## src/rtl/pst_pkg.sv

```systemverilog
`default_nettype none

package pst_pkg;

  // Default table size and the fixed field widths of the channels.
  localparam int SLOT_COUNT_DEF = 8;
  localparam int ACT_W          = 3;
  localparam int PRIO_W         = 8;
  localparam int ID_W           = 16;
  localparam int TIME_W         = 32;
  localparam int SIDX_W         = 3;
  localparam int STAT_W         = 2;
  localparam int OSLOT_W        = 3;
  localparam int CNT_W          = 4;

  // Priority that any eligible thread beats or ties.
  localparam logic [PRIO_W-1:0] PRIO_MAX = 8'd255;

  typedef enum logic [ACT_W-1:0] {
    ACT_TICK  = 3'd0,
    ACT_ADD   = 3'd1,
    ACT_KILL  = 3'd2,
    ACT_SLEEP = 3'd3,
    ACT_SCHED = 3'd4,
    ACT_BLOCK = 3'd5
  } pst_action_t;

  typedef enum logic [STAT_W-1:0] {
    ST_OK        = 2'd0,
    ST_LIMIT     = 2'd1,
    ST_NO_THREAD = 2'd2
  } pst_status_t;

  typedef enum logic [1:0] {
    S_IDLE,
    S_WALK,
    S_RESULT
  } pst_state_t;

  // Request as broadcast to every cell during a walk.
  typedef struct packed {
    pst_action_t         action;
    logic [PRIO_W-1:0]   prio;
    logic [ID_W-1:0]     ident;
    logic [TIME_W-1:0]   tick_time;
    logic [TIME_W-1:0]   wake_time;
    logic [SIDX_W-1:0]   slot_index;
    logic                blocked_flag;
    logic                room;
  } pst_req_t;

  // Running summary handed from one cell to the next.
  typedef struct packed {
    logic              valid;
    logic [PRIO_W-1:0] best_prio;
    logic              found;
    logic              placed;
    logic              any_hit;
    logic              ge_hit;
  } pst_carry_t;

endpackage

`default_nettype wire

```

## src/rtl/pst_in_if.sv

```systemverilog
`default_nettype none

interface pst_in_if;
  logic                        valid;
  logic                        ready;
  logic [pst_pkg::ACT_W-1:0]   action;
  logic [pst_pkg::PRIO_W-1:0]  prio_value;
  logic [pst_pkg::ID_W-1:0]    thread_ident;
  logic [pst_pkg::TIME_W-1:0]  sleep_ticks;
  logic [pst_pkg::SIDX_W-1:0]  slot_index;
  logic                        blocked_flag;

  modport source (
    output valid, action, prio_value, thread_ident, sleep_ticks, slot_index, blocked_flag,
    input  ready
  );

  modport sink (
    input  valid, action, prio_value, thread_ident, sleep_ticks, slot_index, blocked_flag,
    output ready
  );
endinterface

`default_nettype wire

```

## src/rtl/pst_out_if.sv

```systemverilog
`default_nettype none

interface pst_out_if;
  logic                         valid;
  logic                         ready;
  logic [pst_pkg::STAT_W-1:0]   status;
  logic [pst_pkg::OSLOT_W-1:0]  running_slot;
  logic [pst_pkg::ID_W-1:0]     running_ident;
  logic [pst_pkg::CNT_W-1:0]    live_count;

  modport source (
    output valid, status, running_slot, running_ident, live_count,
    input  ready
  );

  modport sink (
    input  valid, status, running_slot, running_ident, live_count,
    output ready
  );
endinterface

`default_nettype wire

```

## src/rtl/priority_thread_scheduler.sv

```systemverilog
// Priority thread scheduler: a table of SLOT_COUNT thread slots, one per cell in a chain,
// serving tick, add, kill, sleep, schedule and set-blocked requests, one result per request.
// A request is broadcast to all cells and a summary token walks the chain one cell per
// cycle; each request goes through launch, one step per cell, commit of add, kill and
// schedule, and result load before the next request is taken; the result load waits
// while the output register holds an unaccepted result. The next request is taken
// while a finished result still waits in the output register. Schedule picks the eligible
// thread with the lowest priority value, the highest slot on a tie, or slot 0 when none
// is eligible; running_ident reads 0 when the running slot holds no live thread.

`default_nettype none

module priority_thread_scheduler #(
  parameter int SLOT_COUNT = pst_pkg::SLOT_COUNT_DEF
) (
  input  wire logic  clk,
  input  wire logic  rst_n,
  pst_in_if.sink     in_chan,
  pst_out_if.source  out_chan
);

  localparam int IW = $clog2(SLOT_COUNT);
  localparam int TW = $clog2(SLOT_COUNT + 1);

  pst_pkg::pst_state_t state_r, state_nxt;
  pst_pkg::pst_req_t   req_r, req_nxt;
  pst_pkg::pst_status_t status_r, status_nxt;
  pst_pkg::pst_status_t out_status_r;

  logic                        launch_r;
  logic [pst_pkg::TIME_W-1:0]  tick_time_r;
  logic [TW-1:0]               total_r, total_nxt;
  logic [IW-1:0]               cur_r, cur_nxt;
  logic                        out_valid_r;
  logic [pst_pkg::OSLOT_W-1:0] out_slot_r;
  logic [pst_pkg::ID_W-1:0]    out_ident_r;
  logic [pst_pkg::CNT_W-1:0]   out_count_r;

  logic in_ready;
  logic accept;
  logic commit;
  logic load_out;

  pst_pkg::pst_carry_t         chain   [SLOT_COUNT+1];
  logic [IW-1:0]               best_c  [SLOT_COUNT+1];
  logic [IW-1:0]               any_c   [SLOT_COUNT+1];
  logic [IW-1:0]               ge_c    [SLOT_COUNT+1];
  logic [SLOT_COUNT-1:0]       alive_vec;
  logic [pst_pkg::ID_W-1:0]    ident_arr [SLOT_COUNT];

  pst_pkg::pst_carry_t tail;
  logic [IW-1:0]       kill_target;
  logic                kill_ok;
  logic                free_en;
  logic [pst_pkg::ID_W-1:0] run_ident;
  logic [IW+2:0]       slot_ext;
  logic [TW+3:0]       count_ext;

  // Sequencer: next state.
  always_comb begin
    state_nxt = state_r;
    case (state_r)
      pst_pkg::S_IDLE: begin
        if (in_chan.valid) begin
          state_nxt = pst_pkg::S_WALK;
        end
      end
      pst_pkg::S_WALK: begin
        if (tail.valid) begin
          state_nxt = pst_pkg::S_RESULT;
        end
      end
      pst_pkg::S_RESULT: begin
        if (!out_valid_r || out_chan.ready) begin
          state_nxt = pst_pkg::S_IDLE;
        end
      end
      default: begin
        state_nxt = pst_pkg::S_IDLE;
      end
    endcase
  end

  // Sequencer: outputs.
  always_comb begin
    in_ready = 1'b0;
    commit   = 1'b0;
    load_out = 1'b0;
    case (state_r)
      pst_pkg::S_IDLE: begin
        in_ready = 1'b1;
      end
      pst_pkg::S_WALK: begin
        commit = tail.valid;
      end
      pst_pkg::S_RESULT: begin
        load_out = !out_valid_r || out_chan.ready;
      end
      default: begin
      end
    endcase
  end

  assign accept = in_chan.valid && in_ready;

  // Request capture; the tick advance and the wake time are worked out here.
  always_comb begin
    req_nxt.action       = pst_pkg::pst_action_t'(in_chan.action);
    req_nxt.prio         = in_chan.prio_value;
    req_nxt.ident        = in_chan.thread_ident;
    req_nxt.tick_time    = (req_nxt.action == pst_pkg::ACT_TICK) ?
                           tick_time_r + pst_pkg::TIME_W'(1) : tick_time_r;
    req_nxt.wake_time    = tick_time_r + in_chan.sleep_ticks;
    req_nxt.slot_index   = in_chan.slot_index;
    req_nxt.blocked_flag = in_chan.blocked_flag;
    req_nxt.room         = (total_r < TW'(SLOT_COUNT));
  end

  // Token entering the head of the chain.
  always_comb begin
    chain[0].valid     = launch_r;
    chain[0].best_prio = pst_pkg::PRIO_MAX;
    chain[0].found     = 1'b0;
    chain[0].placed    = 1'b0;
    chain[0].any_hit   = 1'b0;
    chain[0].ge_hit    = 1'b0;
    best_c[0]          = '0;
    any_c[0]           = '0;
    ge_c[0]            = '0;
  end

  for (genvar i = 0; i < SLOT_COUNT; i++) begin : g_cell
    pst_cell #(
      .SLOT_COUNT (SLOT_COUNT),
      .INDEX      (i),
      .IW         (IW)
    ) u_cell (
      .clk           (clk),
      .rst_n         (rst_n),
      .req           (req_r),
      .cur_slot      (cur_r),
      .kill_target   (kill_target),
      .free_en       (free_en),
      .cin           (chain[i]),
      .cin_best_idx  (best_c[i]),
      .cin_any_idx   (any_c[i]),
      .cin_ge_idx    (ge_c[i]),
      .cout          (chain[i+1]),
      .cout_best_idx (best_c[i+1]),
      .cout_any_idx  (any_c[i+1]),
      .cout_ge_idx   (ge_c[i+1]),
      .alive         (alive_vec[i]),
      .ident         (ident_arr[i])
    );
  end

  assign tail = chain[SLOT_COUNT];

  // Commit: kill target search wraps from the running slot, then count and slot update.
  always_comb begin
    kill_target = tail.ge_hit ? ge_c[SLOT_COUNT] : any_c[SLOT_COUNT];
    kill_ok     = tail.any_hit && (total_r > TW'(1));
    free_en     = commit && (req_r.action == pst_pkg::ACT_KILL) && kill_ok;
    total_nxt   = total_r;
    cur_nxt     = cur_r;
    status_nxt  = pst_pkg::ST_OK;
    case (req_r.action)
      pst_pkg::ACT_ADD: begin
        if (tail.placed) begin
          total_nxt = total_r + TW'(1);
        end else begin
          status_nxt = pst_pkg::ST_LIMIT;
        end
      end
      pst_pkg::ACT_KILL: begin
        if (!tail.any_hit) begin
          status_nxt = pst_pkg::ST_NO_THREAD;
        end else if (kill_ok) begin
          total_nxt = total_r - TW'(1);
        end
      end
      pst_pkg::ACT_SCHED: begin
        cur_nxt = tail.found ? best_c[SLOT_COUNT] : '0;
      end
      default: begin
      end
    endcase
  end

  // Result fields, read from the running slot's cell.
  assign run_ident = alive_vec[cur_r] ? ident_arr[cur_r] : '0;
  assign slot_ext  = {3'b000, cur_r};
  assign count_ext = {4'b0000, total_r};

  always_ff @(posedge clk) begin
    if (!rst_n) begin
      state_r     <= pst_pkg::S_IDLE;
      launch_r    <= 1'b0;
      tick_time_r <= '0;
      total_r     <= '0;
      cur_r       <= '0;
      out_valid_r <= 1'b0;
    end else begin
      state_r  <= state_nxt;
      launch_r <= accept;
      if (accept) begin
        tick_time_r <= req_nxt.tick_time;
      end
      if (commit) begin
        total_r <= total_nxt;
        cur_r   <= cur_nxt;
      end
      if (load_out) begin
        out_valid_r <= 1'b1;
      end else if (out_chan.ready) begin
        out_valid_r <= 1'b0;
      end
    end
  end

  // Payload registers.
  always_ff @(posedge clk) begin
    if (accept) begin
      req_r <= req_nxt;
    end
    if (commit) begin
      status_r <= status_nxt;
    end
    if (load_out) begin
      out_status_r <= status_r;
      out_slot_r   <= slot_ext[pst_pkg::OSLOT_W-1:0];
      out_ident_r  <= run_ident;
      out_count_r  <= count_ext[pst_pkg::CNT_W-1:0];
    end
  end

  assign in_chan.ready          = in_ready;
  assign out_chan.valid         = out_valid_r;
  assign out_chan.status        = out_status_r;
  assign out_chan.running_slot  = out_slot_r;
  assign out_chan.running_ident = out_ident_r;
  assign out_chan.live_count    = out_count_r;

  // Outside a walk the live count matches the number of alive cells; an add claims its
  // cell during the walk, before the count moves at commit.
  a_total_matches_alive: assert property (@(posedge clk) disable iff (!rst_n)
    (state_r != pst_pkg::S_WALK) |-> ($countones(alive_vec) == int'(total_r)))
    else $error("live count differs from alive slots");

  // The live count never exceeds the table size.
  a_total_bound: assert property (@(posedge clk) disable iff (!rst_n)
    int'(total_r) <= SLOT_COUNT)
    else $error("live count above slot count");

  // The running slot always names a slot of the table.
  a_cur_bound: assert property (@(posedge clk) disable iff (!rst_n)
    int'(cur_r) < SLOT_COUNT)
    else $error("running slot out of range");

  // The token leaves the chain only while a walk is in progress.
  a_tail_in_walk: assert property (@(posedge clk) disable iff (!rst_n)
    tail.valid |-> (state_r == pst_pkg::S_WALK))
    else $error("chain token outside a walk");

  // A placed add raises the live count by one.
  a_add_counts: assert property (@(posedge clk) disable iff (!rst_n)
    (commit && (req_r.action == pst_pkg::ACT_ADD) && tail.placed) |=>
    (int'(total_r) == int'($past(total_r)) + 1))
    else $error("add did not raise live count");

endmodule

`default_nettype wire

```

## src/rtl/pst_cell.sv

```systemverilog
`default_nettype none

module pst_cell #(
  parameter int SLOT_COUNT = pst_pkg::SLOT_COUNT_DEF,
  parameter int INDEX      = 0,
  parameter int IW         = $clog2(SLOT_COUNT)
) (
  input  wire logic                         clk,
  input  wire logic                         rst_n,
  input  wire pst_pkg::pst_req_t            req,
  input  wire logic [IW-1:0]                cur_slot,
  input  wire logic [IW-1:0]                kill_target,
  input  wire logic                         free_en,
  input  wire pst_pkg::pst_carry_t          cin,
  input  wire logic [IW-1:0]                cin_best_idx,
  input  wire logic [IW-1:0]                cin_any_idx,
  input  wire logic [IW-1:0]                cin_ge_idx,
  output pst_pkg::pst_carry_t               cout,
  output logic [IW-1:0]                     cout_best_idx,
  output logic [IW-1:0]                     cout_any_idx,
  output logic [IW-1:0]                     cout_ge_idx,
  output logic                              alive,
  output logic [pst_pkg::ID_W-1:0]          ident
);

  localparam logic [IW-1:0] MY_IDX = IW'(INDEX);
  localparam bit BLK_REACH = (INDEX < (1 << pst_pkg::SIDX_W));

  logic [pst_pkg::PRIO_W-1:0] prio_r;
  logic [pst_pkg::ID_W-1:0]   ident_r;
  logic [pst_pkg::TIME_W-1:0] wake_r;
  logic                       alive_r, alive_nxt;
  logic                       blocked_r, blocked_nxt;
  logic                       asleep_r, asleep_nxt;
  pst_pkg::pst_carry_t        cout_r, cout_nxt;
  logic [IW-1:0]              best_idx_r, best_idx_nxt;
  logic [IW-1:0]              any_idx_r, any_idx_nxt;
  logic [IW-1:0]              ge_idx_r, ge_idx_nxt;

  logic go;
  logic is_cur;
  logic blk_hit;
  logic claim;
  logic eligible;
  logic take;
  logic id_hit;

  // The request reaches this cell when the carry from its left neighbor is valid.
  assign go       = cin.valid;
  assign is_cur   = (cur_slot == MY_IDX);
  assign blk_hit  = BLK_REACH && (req.slot_index == pst_pkg::SIDX_W'(INDEX));
  assign claim    = go && (req.action == pst_pkg::ACT_ADD) && req.room &&
                    !cin.placed && !alive_r;
  assign eligible = alive_r && !blocked_r && !asleep_r;
  assign take     = go && (req.action == pst_pkg::ACT_SCHED) && eligible &&
                    (prio_r <= cin.best_prio);
  assign id_hit   = alive_r && (ident_r == req.ident);

  // Slot flags: updated by the passing request or by a kill at commit.
  always_comb begin
    alive_nxt   = alive_r;
    blocked_nxt = blocked_r;
    asleep_nxt  = asleep_r;
    if (go) begin
      case (req.action)
        pst_pkg::ACT_TICK: begin
          if (asleep_r && (req.tick_time >= wake_r)) begin
            asleep_nxt = 1'b0;
          end
        end
        pst_pkg::ACT_ADD: begin
          if (claim) begin
            alive_nxt   = 1'b1;
            blocked_nxt = 1'b0;
            asleep_nxt  = 1'b0;
          end
        end
        pst_pkg::ACT_SLEEP: begin
          if (is_cur) begin
            asleep_nxt = 1'b1;
          end
        end
        pst_pkg::ACT_BLOCK: begin
          if (blk_hit) begin
            blocked_nxt = req.blocked_flag;
          end
        end
        default: begin
        end
      endcase
    end
    if (free_en && (kill_target == MY_IDX)) begin
      alive_nxt   = 1'b0;
      blocked_nxt = 1'b0;
      asleep_nxt  = 1'b0;
    end
  end

  // Summary handed on: best schedule candidate, add placement, kill matches.
  always_comb begin
    cout_nxt       = cin;
    cout_nxt.valid = go;
    best_idx_nxt   = cin_best_idx;
    any_idx_nxt    = cin_any_idx;
    ge_idx_nxt     = cin_ge_idx;
    if (take) begin
      cout_nxt.best_prio = prio_r;
      cout_nxt.found     = 1'b1;
      best_idx_nxt       = MY_IDX;
    end
    if (claim) begin
      cout_nxt.placed = 1'b1;
    end
    if (id_hit && !cin.any_hit) begin
      cout_nxt.any_hit = 1'b1;
      any_idx_nxt      = MY_IDX;
    end
    if (id_hit && !cin.ge_hit && (MY_IDX >= cur_slot)) begin
      cout_nxt.ge_hit = 1'b1;
      ge_idx_nxt      = MY_IDX;
    end
  end

  always_ff @(posedge clk) begin
    if (!rst_n) begin
      alive_r   <= 1'b0;
      blocked_r <= 1'b0;
      asleep_r  <= 1'b0;
      cout_r    <= '0;
    end else begin
      alive_r   <= alive_nxt;
      blocked_r <= blocked_nxt;
      asleep_r  <= asleep_nxt;
      cout_r    <= cout_nxt;
    end
  end

  // Slot payload and carried indexes need no reset.
  always_ff @(posedge clk) begin
    if (claim) begin
      prio_r  <= req.prio;
      ident_r <= req.ident;
    end
    if (go && (req.action == pst_pkg::ACT_SLEEP) && is_cur) begin
      wake_r <= req.wake_time;
    end
    if (go) begin
      best_idx_r <= best_idx_nxt;
      any_idx_r  <= any_idx_nxt;
      ge_idx_r   <= ge_idx_nxt;
    end
  end

  assign cout          = cout_r;
  assign cout_best_idx = best_idx_r;
  assign cout_any_idx  = any_idx_r;
  assign cout_ge_idx   = ge_idx_r;
  assign alive         = alive_r;
  assign ident         = ident_r;

endmodule

`default_nettype wire
```

## src/flat_wrapper.sv

```systemverilog
// flat-port wrapper written by rule: the top's interface ports become plain ports
module priority_thread_scheduler_flat 
#(
  parameter int SLOT_COUNT = pst_pkg::SLOT_COUNT_DEF
)
  (clk, rst_n, in_chan_valid, in_chan_action, in_chan_prio_value, in_chan_thread_ident, in_chan_sleep_ticks, in_chan_slot_index, in_chan_blocked_flag, in_chan_ready, out_chan_valid, out_chan_status, out_chan_running_slot, out_chan_running_ident, out_chan_live_count, out_chan_ready);
  pst_in_if in_chan_i ();
  pst_out_if out_chan_i ();
  input  wire logic clk;
  input  wire logic rst_n;
  input wire logic [$bits(in_chan_i.valid)-1:0] in_chan_valid;
  input wire logic [$bits(in_chan_i.action)-1:0] in_chan_action;
  input wire logic [$bits(in_chan_i.prio_value)-1:0] in_chan_prio_value;
  input wire logic [$bits(in_chan_i.thread_ident)-1:0] in_chan_thread_ident;
  input wire logic [$bits(in_chan_i.sleep_ticks)-1:0] in_chan_sleep_ticks;
  input wire logic [$bits(in_chan_i.slot_index)-1:0] in_chan_slot_index;
  input wire logic [$bits(in_chan_i.blocked_flag)-1:0] in_chan_blocked_flag;
  output wire logic [$bits(in_chan_i.ready)-1:0] in_chan_ready;
  output wire logic [$bits(out_chan_i.valid)-1:0] out_chan_valid;
  output wire logic [$bits(out_chan_i.status)-1:0] out_chan_status;
  output wire logic [$bits(out_chan_i.running_slot)-1:0] out_chan_running_slot;
  output wire logic [$bits(out_chan_i.running_ident)-1:0] out_chan_running_ident;
  output wire logic [$bits(out_chan_i.live_count)-1:0] out_chan_live_count;
  input wire logic [$bits(out_chan_i.ready)-1:0] out_chan_ready;
  assign in_chan_i.valid = in_chan_valid;
  assign in_chan_i.action = in_chan_action;
  assign in_chan_i.prio_value = in_chan_prio_value;
  assign in_chan_i.thread_ident = in_chan_thread_ident;
  assign in_chan_i.sleep_ticks = in_chan_sleep_ticks;
  assign in_chan_i.slot_index = in_chan_slot_index;
  assign in_chan_i.blocked_flag = in_chan_blocked_flag;
  assign in_chan_ready = in_chan_i.ready;
  assign out_chan_valid = out_chan_i.valid;
  assign out_chan_status = out_chan_i.status;
  assign out_chan_running_slot = out_chan_i.running_slot;
  assign out_chan_running_ident = out_chan_i.running_ident;
  assign out_chan_live_count = out_chan_i.live_count;
  assign out_chan_i.ready = out_chan_ready;
  priority_thread_scheduler #(.SLOT_COUNT(SLOT_COUNT)) u_core (.clk(clk), .rst_n(rst_n), .in_chan(in_chan_i), .out_chan(out_chan_i));
endmodule
```

## config.mk

```make
export PLATFORM = sky130hd
export DESIGN_NAME = priority_thread_scheduler_flat
export DESIGN_NICKNAME = d
export VERILOG_FILES = /design/src/rtl/pst_pkg.sv /design/src/rtl/pst_in_if.sv /design/src/rtl/pst_out_if.sv /design/src/rtl/priority_thread_scheduler.sv /design/src/rtl/pst_cell.sv /design/src/flat_wrapper.sv
export SDC_FILE = /design/constraint.sdc
export NUM_CORES = 1
export LEC_CHECK = 0
export ABC_AREA = 1
export BUFFER_PORTS_ARGS = -buffer_cell sky130_fd_sc_hd__buf_2
export CAP_MARGIN = 10
export CORE_UTILIZATION = 55
export CTS_BUF_LIST = sky130_fd_sc_hd__clkbuf_4 sky130_fd_sc_hd__clkbuf_8
export DETAILED_ROUTE_END_ITERATION = 10
export GPL_TIMING_DRIVEN = 0
export PLACE_DENSITY = 0.71
export SETUP_SLACK_MARGIN = 0.1
export SYNTH_ARGS = -nofsm -noshare
export SYNTH_HDL_FRONTEND = slang
export SYNTH_SLANG_ARGS = --single-unit
export TNS_END_PERCENT = 1
```

## constraint.sdc

```tcl
create_clock -name clk -period 6.2 [get_ports clk]
set_clock_uncertainty 0.2 [all_clocks]
set_input_delay 1.24 -clock clk [delete_from_list [all_inputs] [get_ports clk]]
set_output_delay 1.24 -clock clk [all_outputs]
set_load 0.02 [all_outputs]
```

==> run summary, run 1 <==
status: finished, final reports clean
Finished Core Util: 0.626
Die Area: 72,300 um^2
crit path capture: u_core.g_cell[3].u_cell.wake_r[22]$_DFFE_PP_
Final Routed Wirelength: 111,000 um
DRT antenna net count: 0
RSZ-0062 raised after global routing: no
YS warnings: 0
vias in the first global route: 28,200
vias per cell: 5.65
die extent in x: 269 um
Tightest Pin Transition: 1.05 ns
Final Wtd Congestion: 0.989
number of core rows: 97
PortBufs: 93
starting DRC count in detailed routing: 2,918
Top FF cell, synth: edfxtp_1
Hold-fix buffers, CTS: 0
clock sink total: 785
fmax: 0.251 GHz
switch share: 0.251
final setup violation count: 0
normalized max-slew margin: 0.295
CP startpoint: u_core.cur_r[1]$_SDFFE_PN0P_
Syn Inst Count: 3,886
aggregate global-route resource usage: 0.312
WP data required: 6.48 ns
PwrDens: 266 nW/um^2
sequential share of the synthesized area: 0.560
Die Ht: 269 um
final hold vios: 0
Worst R2R Setup Slack: 2.22 ns
first-pass GRT wire length: 166,000 um
EDFF count, synth: 622
# DRC: 0
commonest cells in the netlist: 718 x inv_1, 622 x edfxtp_1, 565 x nand2_1, 347 x ha_1, 311 x a21oi_1
Final Slew Violations: 0
I/O Pins: 94
Hold Crit Class: flop to flop
fraction of layout cells with a size suffix above 1: 0.103
clock latency on the worst-skew pair: 0.80 ns
clock tree from TritonCTS: yes
Synth Register Bits: 785
Synth cell types: 57
CP max FO: 11
Mapped Area: 39,200 um^2
post-route minimum period: 3.98 ns
antenna violations before repair: 9
Hold WS: 0.203 ns
final-layout fill cell count: 5,691
top cells by area, synth: edfxtp_1 48%, ha_1 11%, dfxtp_1 8.3%, inv_1 6.9%, nand2_1 5.4%
Final nets: 4,557
Synth Area per Inst: 10.1 um^2
RR Startpoint: u_core.cur_r[1]$_SDFFE_PN0P_
drt first pass iters: 6
HPWL after DPL: 82,800 um
initial cell density of the core: 0.558
Max Cap Viol: 0
routed len/inst: 21.3 um
Yosys top cell area share: 0.477
crit share post-route: 0.642
critical path arrival: 4.26 ns
H-tree levels: 4
count leader, synth: inv_1
clock buffer count from CTS: 133
R2R Path End: u_core.g_cell[3].u_cell.wake_r[22]$_DFFE_PP_
Worst VDD drop: 0.000191 V
grt total ovfl: 0
Combinational Power Share: 0.074
post-CTS setup buffer count: 0
worst r2r path cells: 7
Clock Power Share: 0.408
Final WS setup: 2.22 ns
critical path class: flop to flop
LEAKAGE: 18.9 nW
CP startpoint kind: flop
largest net degree at the start of global routing: 39
clk root buf: clkbuf_8
Reg clk slew, reported paths: 0.06 ns
Sw Pwr: 0.00295 W
share of power burned in registers: 0.517
P&R area growth vs syn: 12.4%
CORE AREA: 70,300 um^2
maximum clock path buffer count: 3
Setup TNS: 0 ns
pre-CTS WS: 2.06 ns
area leader, netlist: edfxtp_1
internal power: 0.00877 W
Syn Nets: 4,301
asr flop ratio synth: 0
via count: 29,300
Gates resized, CTS repair: 0
CP Capture Type: flop
[worst min path at each step]
stage                                           to                          from  cells after the start
5_1_grt        u_core.out_chan.status[0]$_DFFE_PP_  u_core.status_r[0]$_DFFE_PP_                      0
3_3_place_gp   u_core.out_chan.status[1]$_DFFE_PP_  u_core.status_r[1]$_DFFE_PP_                      0
3_5_place_dp   u_core.out_chan.status[1]$_DFFE_PP_  u_core.status_r[1]$_DFFE_PP_                      0
4_1_cts        u_core.out_chan.status[0]$_DFFE_PP_  u_core.status_r[0]$_DFFE_PP_                      0
2_1_floorplan  u_core.out_chan.status[0]$_DFFE_PP_  u_core.status_r[0]$_DFFE_PP_                      0
6_report       u_core.out_chan.status[0]$_DFFE_PP_  u_core.status_r[0]$_DFFE_PP_                      0
[cells by family (layout without fill, tap and decap cells)]
| group | Yosys count | after routing | share of synthesized area |
|---|---|---|---|
| flip-flops | 785 | 785 | 0.560 |
| XOR/XNOR | 100 | 100 | 0.0224 |
| other | 0 | 2 | 0 |
| buffers and inverters | 791 | 1152 | 0.0767 |
| AO/OA/AOI/OAI | 689 | 689 | 0.0989 |
| adder cells (fa/ha/maj) | 348 | 348 | 0.111 |
| AND/OR/NAND/NOR | 1173 | 1173 | 0.131 |
[layout make-up]
cell class	count	area, um^2	area share
Antenna cell	2	5.00	0.000114
Buffer	58	253	0.00574
Clock buffer	193	2370	0.0538
Clock inverter	47	373	0.00847
Inverter	733	2750	0.0625
Multi-Input combinational cell	2310	14300	0.325
Sequential cell	785	21900	0.498
Tap cell	940	1180	0.0267
Timing Repair Buffer	121	858	0.0195
[registers in the layout, indices dropped and copies added (netlist names), 8 cells and up]
signal / flops
u_core.tick_time_r: 32
u_core.g_cell.u_cell.cout_ge_idx: 17
u_core.out_chan.running_ident: 16
u_core.g_cell.u_cell.cout: 96
u_core.g_cell.u_cell.ident: 128
u_core.g_cell.u_cell.cout_best_idx: 17
u_core.g_cell.u_cell.asleep_r: 8
u_core.g_cell.u_cell.cout_any_idx: 17
u_core.g_cell.u_cell.prio_r: 64
u_core.req_r: 96
u_core.g_cell.u_cell.alive: 8
u_core.g_cell.u_cell.blocked_r: 8
u_core.g_cell.u_cell.wake_r: 256
[metrics by stage]
stage,instances,area [um^2],power (W)
after detailed placement,4947,41300,0.00702
after CTS,5187,44000,0.0118
after global routing,5188,44000,0.0121
final,5189,44000,0.0117
after global placement,4919,40800,0.00699
after floorplan,3886,39200,0.00662
[worst max-delay path, stage by stage, from the launching register on]
cell	delay, ns
dfxtp_1	0.47
nand2_1	0.19
nor2_2	0.68
clkinv_1	0.75
nor3_2	0.75
buf_6	0.26
buf_6	0.17
buf_6	0.17
[power groups by stage]
| stage | sequential (W) | clock, W | combinational [W] |
|---|---|---|---|
| floorplan | 0.00605 | 0 | 0.000567 |
| global placement | 0.00617 | 0 | 0.000822 |
| detailed placement | 0.00617 | 0 | 0.000853 |
| CTS | 0.00606 | 0.00484 | 0.000859 |
| global route | 0.00607 | 0.00507 | 0.000973 |
| finish | 0.00606 | 0.00479 | 0.000873 |
[layout by cell type, fill, tap and decap left out, types with 25 or more instances in the layout]
cell type	instances
buf_2	118
ha_1	347
nand2_1	565
nor3_1	51
dfxtp_1	163
o21ai_0	203
nand3_1	109
inv_1	714
edfxtp_1	622
clkbuf_4	46
clkinv_1	30
clkbuf_1	32
xor2_1	72
clkbuf_8	147
nand4_1	68
a21oi_1	311
nor4_1	25
o22ai_1	42
nor2_1	290
xnor2_1	28
[layer usage]
layer | global-route usage | vias up | share of wire
met2 | 0.473 | 1299 | 0.44
li1 | - | 13800 | -
met5 | 0 | - | 0.00038
met4 | 0.128 | 8 | 0.037
met1 | 0.437 | 14000 | 0.44
met3 | 0.0666 | 242 | 0.089
Note: power is estimated with default switching activity, not from simulation.
==> run 2: changes to the inputs <==
--- a/config.mk
+++ b/config.mk
@@ -5,14 +5,14 @@
 export SDC_FILE = /design/constraint.sdc
 export NUM_CORES = 1
 export LEC_CHECK = 0
-export ABC_AREA = 1
+export ABC_AREA = 0
 export BUFFER_PORTS_ARGS = -buffer_cell sky130_fd_sc_hd__buf_2
 export CAP_MARGIN = 10
 export CORE_UTILIZATION = 55
 export CTS_BUF_LIST = sky130_fd_sc_hd__clkbuf_4 sky130_fd_sc_hd__clkbuf_8
 export DETAILED_ROUTE_END_ITERATION = 10
 export GPL_TIMING_DRIVEN = 0
-export PLACE_DENSITY = 0.71
+export PLACE_DENSITY = 0.72
 export SETUP_SLACK_MARGIN = 0.1
 export SYNTH_ARGS = -nofsm -noshare
 export SYNTH_HDL_FRONTEND = slang
==> constraint.sdc (replaced) <==
create_clock -name clk -period 4.01 [get_ports clk]
set_clock_uncertainty 0.2 [all_clocks]
set_input_delay 0.802 -clock clk [delete_from_list [all_inputs] [get_ports clk]]
set_output_delay 0.802 -clock clk [all_outputs]
set_load 0.02 [all_outputs]
==> run 2 against run 1 <==
  * Power up 44%
  * Critical path depth down 1
  * Synthesized cell count down 20%
  * Sequential power up 49%
  * Area after synthesis down 3.9%
  * Routed wire length down 12%
  * Sequential share of layout area up 1.7 points
  * Maximum frequency up 0.80%
  * Combinational power down 28%
  * Final area down 3.2%
  * Die area down 3.9%
  * Critical path type unchanged
  * Utilization up 0.57 points
==> run summary, run 2 <==
antenna violations before repair: 2 (-7)
Hold Crit Class: primary input to flop
asr flop ratio synth: 0 (unchanged)
CORE AREA: 67,400 um^2 (-4.1%)
Synth cell types: 79 (+39%)
RR Startpoint: u_core.cur_r[1]$_SDFFE_PN0P_
vias per cell: 5.83 (+3.2%)
LEAKAGE: 17.1 nW (-9.6%)
critical path's top delay family: buffers and inverters
crit path capture: u_core.g_cell[3].u_cell.wake_r[31]$_DFFE_PP_
Final Wtd Congestion: 0.958 (-3.1%)
most frequent CP cell: clkbuf_1
Die Ht: 264 um (-2.0%)
starting DRC count in detailed routing: 2,408 (-17%)
count leader, synth: edfxtp_1
WP data required: 4.26 ns (-2.22 ns)
routed len/inst: 22.2 um (+4.2%)
largest net degree at the start of global routing: 106 (+170%)
clock sink total: 785 (unchanged)
clk root buf: clkbuf_8
YS warnings: 0 (unchanged)
clock tree from TritonCTS: yes
commonest cells in the netlist: 622 x edfxtp_1, 354 x inv_1, 347 x ha_1, 251 x nor2_1, 166 x xnor2_1
final setup violation count: 0 (unchanged)
critical path arrival: 4.20 ns (-0.06 ns)
CP Capture Type: flop
Critical Path Slowest Stage Cell: clkbuf_1
RSZ-0062 raised after global routing: yes
CP startpoint kind: flop
Finished Core Util: 0.632 (+0.00567)
vias in the first global route: 25,800 (-8.5%)
aggregate global-route resource usage: 0.282 (-0.0307)
I/O Pins: 94 (unchanged)
max incr delay on CP: 0.76 ns (about the same)
Syn Inst Count: 3,102 (-20%)
H-tree levels: 4 (unchanged)
met3 wire len: 7460 um (-24%)
Final Slew Violations: 0 (unchanged)
Die Area: 69,500 um^2 (-3.9%)
Tot Pwr: 0.0169 W (+44%)
top cells by area, synth: edfxtp_1 50%, ha_1 12%, dfxtp_1 8.7%, xnor2_1 3.9%, inv_1 3.5%
top sig layer: met4
Largest register FFs: 256 (unchanged)
Final Routed Wirelength: 97,000 um (-12%)
CP max FO: 28 (+17)
normalized max-slew margin: 0.267 (-0.0279)
routed wl met2: 46,900 um (-3.1%)
Reg clk slew, reported paths: 0.06 ns (about the same)
Top FF cell, synth: edfxtp_1
die extent in x: 264 um (-2.0%)
grt total ovfl: 0 (unchanged)
maximum clock path buffer count: 3 (unchanged)
status: finished, final reports clean
final hold vios: 0 (unchanged)
commonest non-fill, non-tap cell in the layout: edfxtp_1
via count: 25,400 (-13%)
fmax: 0.253 GHz (+0.80%)
stages on the worst setup path: 6 (-1)
area leader, netlist: edfxtp_1
critical path class: flop to flop
Max Cap Viol: 0 (unchanged)
number of core rows: 95 (-2.1%)
CP Cell Sequence: clkbuf_1 > nand2_1 > nor2_2 > clkbuf_1 > and3_2 > buf_12
Final nets: 3,790 (-17%)
Yosys top cell area share: 0.496 (+0.0195)
Synth Register Bits: 785 (unchanged)
initial cell density of the core: 0.558 (+0.000987)
clock buffer count from CTS: 133 (unchanged)
DRT antenna net count: 0 (unchanged)
Met1 Routed Length: 38,900 um (-20%)
clock latency on the worst-skew pair: 0.79 ns (about the same)
Syn Nets: 3,517 (-18%)
first-pass GRT wire length: 147,000 um (-12%)
CP Buf/Inv Count: 3 (-1)
R2R Path End: u_core.g_cell[3].u_cell.wake_r[31]$_DFFE_PP_
drt first pass iters: 6 (unchanged)
post-route minimum period: 3.95 ns (-0.0317 ns)
HPWL after DPL: 69,600 um (-16%)
most frequent cells in the layout: 622 x edfxtp_1, 354 x inv_1, 347 x ha_1
PwrDens: 396 nW/um^2 (+49%)
P&R area growth vs syn: 13.2%
Biggest register: u_core.g_cell.u_cell.wake_r
Tightest Pin Transition: 1.07 ns (+0.0238 ns)
Worst VDD drop: 0.000414 V (+120%)
Worst R2R Setup Slack: 0.06 ns (-2.16 ns)
Mapped Area: 37,600 um^2 (-3.9%)
# DRC: 0 (unchanged)
sequential share of the synthesized area: 0.583 (+0.0229)
PortBufs: 92 (-1.1%)
EDFF count, synth: 622 (unchanged)
worst r2r path cells: 6 (-1)
Hold WS: 0.0880 ns (-0.115 ns)
Synth Area per Inst: 12.1 um^2 (+20%)
CP startpoint: u_core.cur_r[1]$_SDFFE_PN0P_
fraction of layout cells with a size suffix above 1: 0.118 (+0.0155)
crit share post-route: 0.985 (+0.343)
[run 2: cell count changes after synthesis, moves of 39 or more]
cell and delta:
a21o_1 +67, a21oi_1 -161, inv_1 -364, mux2i_1 +59, nand2_1 -482, nand3_1 -57
nor2_1 -42, nor2b_1 +42, o21ai_0 -106, o22ai_1 -39, xnor2_1 +138
[run 2: where the power goes]
part / internal [W] / switching [W] / total, W
combinational: 0.000241 / 0.000389 / 0.000630
clock: 0.00394 / 0.00329 / 0.00723
sequential: 0.00886 / 0.000150 / 0.00901
total: 0.0130 / 0.00383 / 0.0169
[run 2: worst min-delay path by stage]
stage	startpoint	endpoint	slack [ns]	depth (start not counted)
2_1_floorplan	u_core.status_r[0]$_DFFE_PP_	u_core.out_chan.status[0]$_DFFE_PP_	0.20	0
3_3_place_gp	u_core.status_r[0]$_DFFE_PP_	u_core.out_chan.status[0]$_DFFE_PP_	0.23	0
3_5_place_dp	u_core.g_cell[6].u_cell.cout[3]$_SDFF_PN0_	u_core.g_cell[7].u_cell.cout[3]$_SDFF_PN0_	0.22	1
4_1_cts	in_chan_slot_index[0]	u_core.req_r[2]$_DFFE_PP_	0.03	1
5_1_grt	in_chan_slot_index[0]	u_core.req_r[2]$_DFFE_PP_	0.05	1
6_report	in_chan_slot_index[1]	u_core.req_r[3]$_DFFE_PP_	0.09	1
[run 2: final cells by class]
cell class                 instances  area (um^2)
fill                            5129        24800
sequential                       785        21900
multi-input combinational       1886        14200
clock buffer                     177         2200
inverter                         356         1340
tap                              873         1090
timing repair buffer             138         1030
clock inverter                    69          494
buffer                            75          317
antenna                            2         5.00
[run 2: kinds of logic (layout without fill, tap and decap cells)]
kind of cell / after synthesis / count (layout) / synth area share
flops: 785 / 785 / 0.583
simple gates: 729 / 729 / 0.101
compound gates: 542 / 542 / 0.0930
buf+inv: 431 / 815 / 0.0434
fa+ha+maj: 348 / 348 / 0.116
xor+xnor: 208 / 208 / 0.0484
mux: 59 / 59 / 0.0157
other cells: 0 / 2 / 0
[run 2: repair_timing]
| item | 4_1_cts | 5_1_grt |
|---|---|---|
| endpoints found under the hold margin | 24 | 0 |
| hold buffers | 24 | 0 |
| endpoints found under the setup margin | 127 | 66 |
| gates resized for setup | 7 | 6 |
| buffers inserted | 0 | 0 |
[run 2: per-stage QoR]
step	cells	setup TNS [ns]	area (um^2)	setup slack (ns)
after global placement	4067	-470.94	39200	-3.42
after detailed placement	4089	-8.34	39600	-0.193
after floorplan	3102	-10.65	37600	-0.222
after CTS	4359	0	42600	0.110
after global routing	4361	0	42600	0.0775
final	4361	0	42600	0.0609
[run 2: routing by layer]
layer / track usage / up-vias
met5: 0 / -
li1: - / 11800
met4: 0.130 / 0
met3: 0.0500 / 224
met1: 0.355 / 12300
met2: 0.473 / 1055
